**config.mk**
```make
export PLATFORM = sky130hd
export DESIGN_NAME = efrc_check
export DESIGN_NICKNAME = d
export VERILOG_FILES = /design/src/hdl/efrc_pkg.sv /design/src/hdl/efrc_check.sv
export SDC_FILE = /design/constraint.sdc
export NUM_CORES = 1
export LEC_CHECK = 0
export ABC_AREA = 0
export BUFFER_PORTS_ARGS = -buffer_cell sky130_fd_sc_hd__buf_2
export CAP_MARGIN = 5
export CORE_ASPECT_RATIO = 0.9
export CORE_MARGIN = 2
export CORE_UTILIZATION = 30
export CTS_BUF_LIST = sky130_fd_sc_hd__clkbuf_8
export DETAILED_ROUTE_END_ITERATION = 6
export PLACE_DENSITY = 0.53
export SLEW_MARGIN = 30
export SYNTH_ARGS = -nofsm -noshare
export SYNTH_HDL_FRONTEND = slang
export SYNTH_SLANG_ARGS = --single-unit
```
**constraint.sdc**
```tcl
create_clock -name clk_i -period 7.7 [get_ports clk_i]
set_input_delay 1.54 -clock clk_i [delete_from_list [all_inputs] [get_ports clk_i]]
set_output_delay 1.54 -clock clk_i [all_outputs]
set_load 0.02 [all_outputs]
```
**src/hdl/efrc_pkg.sv**
```systemverilog
`default_nettype none

package efrc_pkg;

  localparam int unsigned FRAME_OVERHEAD = 5;

  localparam int unsigned LEN_W     = 17;
  localparam int unsigned BYTE_W    = 8;
  localparam int unsigned VERDICT_W = 3;
  localparam int unsigned CFG_IDX_W = 1;
  localparam int unsigned CFG_W     = 17;

  localparam logic [BYTE_W-1:0] ESCAPE_BYTE      = 8'h1B;
  localparam logic [BYTE_W-1:0] DSP_ERROR_STATUS = 8'd77;
  localparam logic [BYTE_W-1:0] STATUS_OK        = 8'h00;

  localparam logic [LEN_W-1:0] MAX_FRAME_LENGTH_RST = 17'd65540;

  localparam logic [LEN_W-1:0] POS_ESCAPE  = 17'd0;
  localparam logic [LEN_W-1:0] POS_COMMAND = 17'd1;
  localparam logic [LEN_W-1:0] POS_LEN_LO  = 17'd2;
  localparam logic [LEN_W-1:0] POS_LEN_HI  = 17'd3;
  localparam logic [LEN_W-1:0] POS_STATUS  = 17'd4;

  typedef enum logic [CFG_IDX_W-1:0] {
    CFG_EXPECTED_COMMAND = 1'b0,
    CFG_MAX_FRAME_LENGTH = 1'b1
  } cfg_reg_e;

  typedef enum logic [VERDICT_W-1:0] {
    VERDICT_OK           = 3'd0,
    VERDICT_NO_ESCAPE    = 3'd1,
    VERDICT_BAD_ECHO_LEN = 3'd2,
    VERDICT_CHECKSUM     = 3'd3,
    VERDICT_DSP_ERROR    = 3'd4,
    VERDICT_STATUS_ERROR = 3'd5
  } verdict_e;

  typedef struct packed {
    logic              valid;
    verdict_e          verdict;
    logic [BYTE_W-1:0] device_status;
    logic [LEN_W-1:0]  frame_length;
  } chk_res_t;

endpackage

`default_nettype wire

```
**src/hdl/efrc_check.sv**
```systemverilog
`default_nettype none

module efrc_check
  import efrc_pkg::*;
#(
  parameter int unsigned FrameOverhead = FRAME_OVERHEAD
) (
  input  wire logic              clk_i,
  input  wire logic              rst_ni,
  input  wire logic              step_i,
  input  wire logic [BYTE_W-1:0] rx_byte_i,
  input  wire logic              frame_start_i,
  input  wire logic [BYTE_W-1:0] expected_command_i,
  input  wire logic [LEN_W-1:0]  max_frame_length_i,
  output chk_res_t               res_o
);

  logic [LEN_W-1:0]  pos_q, pos_d;
  logic [LEN_W-1:0]  total_q, total_d;
  logic [BYTE_W-1:0] low_q, low_d;
  logic [BYTE_W-1:0] xor_q, xor_d;
  logic [BYTE_W-1:0] status_q, status_d;
  logic              discarding_q, discarding_d;

  logic              active;
  logic [LEN_W-1:0]  pos;
  logic [LEN_W-1:0]  total_base;
  logic [BYTE_W-1:0] low_base;
  logic [BYTE_W-1:0] xor_base;
  logic [BYTE_W-1:0] status_base;
  logic              fail;
  verdict_e          verdict;
  logic [LEN_W-1:0]  len_out;

  assign active      = frame_start_i || !discarding_q;
  assign pos         = frame_start_i ? '0 : pos_q;
  assign total_base  = frame_start_i ? '0 : total_q;
  assign low_base    = frame_start_i ? '0 : low_q;
  assign xor_base    = frame_start_i ? '0 : xor_q;
  assign status_base = frame_start_i ? '0 : status_q;

  always_comb begin
    pos_d        = pos_q;
    total_d      = total_q;
    low_d        = low_q;
    xor_d        = xor_q;
    status_d     = status_q;
    discarding_d = discarding_q;
    fail         = 1'b0;
    verdict      = VERDICT_OK;
    len_out      = '0;
    if (step_i && active) begin
      pos_d        = pos + 17'd1;
      total_d      = total_base;
      low_d        = low_base;
      xor_d        = xor_base;
      status_d     = status_base;
      discarding_d = 1'b0;
      unique case (pos)
        POS_ESCAPE: begin
          if (rx_byte_i != ESCAPE_BYTE) begin
            fail    = 1'b1;
            verdict = VERDICT_NO_ESCAPE;
          end
        end
        POS_COMMAND: begin
          xor_d = xor_base ^ rx_byte_i;
          if (rx_byte_i != expected_command_i) begin
            fail    = 1'b1;
            verdict = VERDICT_BAD_ECHO_LEN;
          end
        end
        POS_LEN_LO: begin
          xor_d = xor_base ^ rx_byte_i;
          low_d = rx_byte_i;
        end
        POS_LEN_HI: begin
          xor_d   = xor_base ^ rx_byte_i;
          total_d = {1'b0, rx_byte_i, low_base} + LEN_W'(FrameOverhead);
          if (total_d > max_frame_length_i) begin
            fail    = 1'b1;
            verdict = VERDICT_BAD_ECHO_LEN;
            len_out = total_d;
          end
        end
        default: begin
          if (pos == POS_STATUS) begin
            status_d = rx_byte_i;
          end
          if (({1'b0, pos} + 18'd1) == {1'b0, total_base}) begin
            fail    = 1'b1;
            len_out = total_base;
            if (rx_byte_i != xor_base) begin
              verdict = VERDICT_CHECKSUM;
            end else if (status_d == STATUS_OK) begin
              verdict = VERDICT_OK;
            end else if (status_d == DSP_ERROR_STATUS) begin
              verdict = VERDICT_DSP_ERROR;
            end else begin
              verdict = VERDICT_STATUS_ERROR;
            end
          end else begin
            xor_d = xor_base ^ rx_byte_i;
          end
        end
      endcase
      if (fail) begin
        discarding_d = 1'b1;
      end
    end
  end

  always_comb begin
    res_o.valid         = fail;
    res_o.verdict       = verdict;
    res_o.device_status = status_d;
    res_o.frame_length  = len_out;
  end

  always_ff @(posedge clk_i or negedge rst_ni) begin
    if (!rst_ni) begin
      pos_q        <= '0;
      total_q      <= '0;
      low_q        <= '0;
      xor_q        <= '0;
      status_q     <= '0;
      discarding_q <= 1'b1;
    end else begin
      pos_q        <= pos_d;
      total_q      <= total_d;
      low_q        <= low_d;
      xor_q        <= xor_d;
      status_q     <= status_d;
      discarding_q <= discarding_d;
    end
  end

  // a result always ends the frame
  assert property (@(posedge clk_i) disable iff (!rst_ni)
    res_o.valid |=> discarding_q)
    else $error("frame not closed after result");

  assert property (@(posedge clk_i) disable iff (!rst_ni)
    step_i && frame_start_i && !res_o.valid |=> !discarding_q && pos_q == POS_COMMAND)
    else $error("frame start did not restart the frame");

  assert property (@(posedge clk_i) disable iff (!rst_ni)
    res_o.valid && res_o.verdict == VERDICT_OK |-> res_o.frame_length != '0)
    else $error("good frame without length");

endmodule

`default_nettype wire

```
==> flow_metrics.tcl, run 1 <==
set metrics [dict create \
    hold_slack_ns 0.541 \
    grt_max_degree 60 \
    clkPwrFrac 0.332 \
    dp.final_hpwl_mm 11.2 \
    relSlewSlack 0.410 \
    die_w_um 137 \
    startpoint_type "input port" \
    async_flop_share 1.00 \
    drv_cap 0 \
    globalplace.congestion 0.872 \
    netlist_instances 601 \
    final_max_slew_viol_count 0 \
    synth.cell_area_mm2 0.00479 \
    cp_max_fo 15 \
    post-route-period-util 0.918 \
    combPwrFrac 0.315 \
    crit_required_ns 6.16 \
    ctsRootBufferMaster "clkbuf_8" \
    rsz0062_at_grt "no" \
    synth_edf_count 0 \
    syn-num-nets 660 \
    drtAntennaViolNets 0 \
    coreArea_mm2 0.0155 \
    synth_area_leaders "dfrtp_1, nand2_1, a22o_1, ha_1, xnor2_1" \
    fin_crit_ns 7.07 \
    io_pins 66 \
    grt_pass1_vias 4612 \
    vias_per_cell 5.62 \
    num-fill-cells 1586 \
    postRouteWirelength_mm 15.8 \
    grt_pass1_wl_mm 25.4 \
    crit_path_end_kind "output port" \
    irDropWorstVdd_v 0.0000874 \
    final_cell_area_mm2 0.00555 \
    clockBufferDepth 2 \
    hold_viol_final 0 \
    worstPathArrival_ns 5.53 \
    clock_tree.htree_level_count 3 \
    layout.nets 700 \
    antenna_found_initial 0 \
    setup_tns_ns 0 \
    p_leak_nw 2.41 \
    yosys.area.top_type_share 0.303 \
    hold_buffers 0 \
    start_util 0.308 \
    rows 43 \
    dr.pass1.iters 7 \
    final-setup-viol-count 0 \
    p_per_area_mw_per_mm2 233 \
    clock_skew_ns 0.00783 \
    diodes 0 \
    cts_tree "yes" \
    ys_ff_latch 59 \
    worst_slew_pin_slew_ns 0.879 \
    status "completed" \
    drive_above_1_share 0.153 \
    die_y_um 124 \
    final_common_cell "nand2_1" \
    path_clk_slew_ns 0.07 \
    ys_warn_count 0 \
    power_frac_seq 0.353 \
    most-common-layout-cells "nand2_1, buf_2, dfrtp_1, nor2_1, a22o_1" \
    io_buffer_count 65 \
    vias 4763 \
    wl_per_cell_um 18.6 \
    path_class "in -> out" \
    drc 0 \
    clk_latency_ns 0.37 \
    post-cts-setup-buffers 0 \
    holdCritPathClass "reg -> reg" \
    synth.avg_cell_area_um2 7.98 \
    synth_area_leader_cell "dfrtp_1" \
    cts_inserted_buffers 9 \
    place_area_mm2 0.00526 \
    die_area_mm2 0.0170 \
    max_freq_ghz 0.141 \
    p_switching_w 0.000481 \
    synth-main-ff-cell "dfrtp_1" \
    swShare 0.372 \
    p_int_w 0.000810 \
    post_cts_resized 0 \
    grt_util_all_layers 0.194 \
    syn2layout_area_growth_pct 15.7 \
    overflow 0 \
    drt_iter0_markers 413 \
    ys_seq_area_frac 0.308 \
    synth_cell_types 61 \
    clkSinkCount 59 \
]
-- stage by stage --
stage | total power (W) | std cells | util | setup WS (ns)
2_1_floorplan | 0.000740 | 601 | - | 1.18
3_3_place_gp | 0.000853 | 832 | 0.338 | 0.769
3_5_place_dp | 0.000862 | 832 | 0.338 | 0.684
4_1_cts | 0.00129 | 848 | 0.357 | 0.682
5_1_grt | 0.00137 | 848 | 0.357 | 0.256
6_report | 0.00129 | 848 | 0.357 | 0.629
-- worst max-delay path, cell delays in order --
cell,delay [ns]
buf_2,0.20
nor2b_1,0.26
ha_1,0.28
nor2_1,0.06
nor2_1,0.14
nand3_1,0.17
nor2_1,0.17
xor2_1,0.33
ha_1,0.31
a21o_1,0.18
a21o_1,0.18
a21oi_1,0.31
o211ai_1,0.17
o21ai_0,0.43
o21ai_0,0.32
a31o_2,0.29
buf_2,0.15
-- cell usage after synthesis (8+ instances only) --
cell,n
o21ai_0,25
nor2_1,54
a22oi_1,17
clkbuf_1,32
or4_1,9
a221o_1,8
nand3_1,12
dfrtp_1,58
xor2_1,13
nand4_1,16
xnor2_1,30
ha_1,22
nor3_1,18
a21oi_1,32
nand2_1,78
inv_1,25
a22o_1,33
nor4_1,11
-- cell families (layout without fill, tap and decap cells) --
group | after synthesis | in the layout | synth area share
XOR/XNOR | 43 | 43 | 0.0785
adder cells (fa/ha/maj) | 22 | 22 | 0.0574
AO/OA/AOI/OAI | 165 | 165 | 0.241
buffers and inverters | 69 | 114 | 0.0577
AND/OR/NAND/NOR | 235 | 235 | 0.240
multiplexers | 8 | 8 | 0.0170
flip-flops | 59 | 59 | 0.308
-- per-layer routing --
| metal | track usage | wire length [um] |
|---|---|---|
| met1 | 0.270 | 7240 |
| met2 | 0.310 | 7500 |
| met3 | 0.0281 | 803 |
| met4 | 0.0586 | 210 |
| met5 | 0 | 0 |
-- flip-flops by register name, summed over array words and instances, names as in the netlist --
register / flops
discarding_q: 1
xor_q: 8
total_q: 17
low_q: 8
status_q: 8
pos_q: 17
-- path summary, 6_finish.rpt --
| path | from | end | slack, ns | cells past startpoint |
|---|---|---|---|---|
| worst max-delay path | frame_start_i | res_o[26] | 0.63 | 17 |
| worst max register to register | pos_q[0] | xor_q[2] | 3.57 | 11 |
| worst min register to register | status_q[4] | status_q[4] | 0.54 | 1 |
| worst min-delay path | status_q[4] | status_q[4] | 0.54 | 1 |
| min in group asynchronous | rst_ni | pos_q[8] | 1.35 | 2 |
| max in group asynchronous | rst_ni | status_q[4] | 5.80 | 2 |
-- power by group through the flow --
stage | Clock, W | Sequential [W] | Combinational (W)
4_1_cts | 0.000430 | 0.000453 | 0.000406
6_report | 0.000428 | 0.000456 | 0.000407
3_3_place_gp | 0 | 0.000457 | 0.000396
5_1_grt | 0.000442 | 0.000465 | 0.000459
2_1_floorplan | 0 | 0.000414 | 0.000326
3_5_place_dp | 0 | 0.000459 | 0.000403
-- final cells by class --
type	instances	area (um^2)	area share
clock buffer	9	124	0.0223
clock inverter	7	164	0.0295
inverter	25	93.8	0.0169
multi-input combinational	473	3050	0.550
sequential	59	1480	0.266
tap	202	253	0.0455
timing repair buffer	73	385	0.0694
Power figures use the tool's default switching activity.
==> inputs of run 2 (changes only) <==
CTS_BUF_LIST = sky130_fd_sc_hd__clkbuf_2   (was sky130_fd_sc_hd__clkbuf_8)
==> run 2 against run 1 <==
Net effect: die area unchanged; register-to-register slack better by 0.07 ns; flip-flop and latch count unchanged.
==> flow_metrics.tcl, run 2 (synthesis results as in run 1) <==
set metrics [dict create \
    post_cts_resized 0 \
    drc 0 \
    antenna_found_initial 0 \
    diodes 0 \
    grt_util_all_layers 0.192 \
    clkSinkCount 59 \
    worst_slew_pin_slew_ns 0.893 \
    slowest_delay_ns 0.40 \
    die_w_um 137 \
    hold_viol_final 0 \
    path_common_cell "nor2_1" \
    drive_above_1_share 0.153 \
    clkPwrFrac 0.285 \
    dr.pass1.iters 6 \
    num-fill-cells 1597 \
    p_int_w 0.000734 \
    layout.nets 700 \
    seqCellArea_mm2 0.00148 \
    endpoint "res_o[26]" \
    hold_buffers 0 \
    power_frac_seq 0.379 \
    max_freq_ghz 0.143 \
    crit_path_end_kind "output port" \
    r2r-end "xor_q[7]" \
    cts_inserted_buffers 9 \
    vias_per_cell 5.68 \
    p_switching_w 0.000472 \
    r2r_start "pos_q[0]" \
    reg_top3 "pos_q: 17 flops, total_q: 17 flops" \
    clock_tree.htree_level_count 3 \
    worstSetupStartpoint "frame_start_i" \
    post-cts-setup-buffers 0 \
    fin_crit_ns 6.99 \
    vias 4819 \
    p_per_area_mw_per_mm2 221 \
    path_class "in -> out" \
    final_max_slew_viol_count 0 \
    reg2regPathDepth 11 \
    cp_slowest_cell "o21ai_0" \
    swShare 0.391 \
    path_cells "buf_2, nor2b_1, ha_1, nor2_1, nor2_1, nand3_1, nor2_1, xor2_1, ha_1, a21o_1, a21o_1, a21oi_1, o211ai_1, o21ai_0, o21ai_0, a31o_2, buf_2" \
    wl_per_cell_um 18.5 \
    combPwrFrac 0.337 \
    cts_tree "yes" \
    clk_latency_ns 0.54 \
    start_util 0.308 \
    grt_pass1_vias 4618 \
    io_pins 66 \
    setup_tns_ns 0 \
    coreArea_mm2 0.0155 \
    overflow 0 \
    rrSetupSlack_ns 3.64 \
    most-common-layout-cells "nand2_1, buf_2, dfrtp_1, nor2_1, a22o_1" \
    final_common_cell "nand2_1" \
    relSlewSlack 0.400 \
    globalplace.congestion 0.872 \
    drv_cap 0 \
    cp_max_fo 15 \
    rsz0062_at_grt "no" \
    p_leak_nw 2.39 \
    drt_iter0_markers 440 \
    path_clk_slew_ns 0.18 \
    postRouteWirelength_mm 15.7 \
    die_area_mm2 0.0170 \
    syn2layout_area_growth_pct 14.1 \
    worstPathArrival_ns 5.45 \
    clock_skew_ns 0.0294 \
    irDropWorstVdd_v 0.0000938 \
    multiInputGateArea_mm2 0.00305 \
    utilization 0.352 \
    crit_required_ns 6.16 \
    final-setup-viol-count 0 \
    io_buffer_count 65 \
    dp.final_hpwl_mm 11.2 \
    holdCritPathClass "reg -> reg" \
    drtAntennaViolNets 0 \
    die_y_um 124 \
    grt_pass1_wl_mm 25.4 \
    startpoint_type "input port" \
    grt_max_degree 60 \
    status "completed" \
    post-route-period-util 0.907 \
    ctsRootBufferMaster "clkbuf_2" \
    clockBufferDepth 2 \
    rows 43 \
]
==> run 2: changes by cell type in the layout (fill, tap and decap cells not counted) <==
cell | previous run | this run
clkbuf_2 | 0 | 9
clkbuf_8 | 9 | 0
==> run 2: power groups by stage <==
stage	sequential [W]	clock (W)	combinational [W]
finish	0.000457	0.000343	0.000406
global route	0.000465	0.000359	0.000459
global placement	0.000457	0	0.000396
detailed placement	0.000459	0	0.000403
floorplan	0.000414	0	0.000326
CTS	0.000453	0.000346	0.000406
==> run 2: critical path: cells and delay by family <==
family | cells | cell delay (ns)
AO/OA/AOI/OAI | 7 | 1.82
AND/OR/NAND/NOR | 5 | 0.81
adder cells (fa/ha/maj) | 2 | 0.59
buffers and inverters | 2 | 0.35
XOR/XNOR | 1 | 0.32
==> run 2: worst min path at each step <==
stage / start / end / slack, ns / cells after the start
detailed placement: status_q[5] / status_q[5] / 0.52 / 1
global route: status_q[1] / status_q[1] / 0.59 / 1
floorplan: low_q[0] / low_q[0] / 0.48 / 1
CTS: status_q[4] / status_q[4] / 0.56 / 1
finish: status_q[4] / status_q[4] / 0.56 / 1
global placement: status_q[4] / status_q[4] / 0.51 / 1
==> run 2: cell type report <==
| cell class | instances | share of cell area |
|---|---|---|
| Inverter | 25 | 0.0172 |
| Clock buffer | 9 | 0.00823 |
| Tap cell | 202 | 0.0462 |
| Clock inverter | 7 | 0.0300 |
| Sequential cell | 59 | 0.270 |
| Timing Repair Buffer | 73 | 0.0704 |
| Multi-Input combinational cell | 473 | 0.558 |
==> run 2: metal layers <==
layer	share of wire	GRT usage	wire [um]
met1	0.46	0.268	7220
met2	0.48	0.312	7530
met3	0.050	0.0293	785
met4	0.011	0.0490	170
met5	0	0	0
==> run 2: metrics by stage <==
step	total power (W)	instance area (um^2)	instances	worst slack (ns)	hold slack [ns]
after detailed placement	0.000862	5260	832	0.684	0.518
after CTS	0.00120	5470	848	0.685	0.564
after floorplan	0.000740	4790	601	1.18	0.480
after global routing	0.00128	5470	848	0.266	0.593
final	0.00121	5470	848	0.714	0.560
after global placement	0.000853	5260	832	0.769	0.509
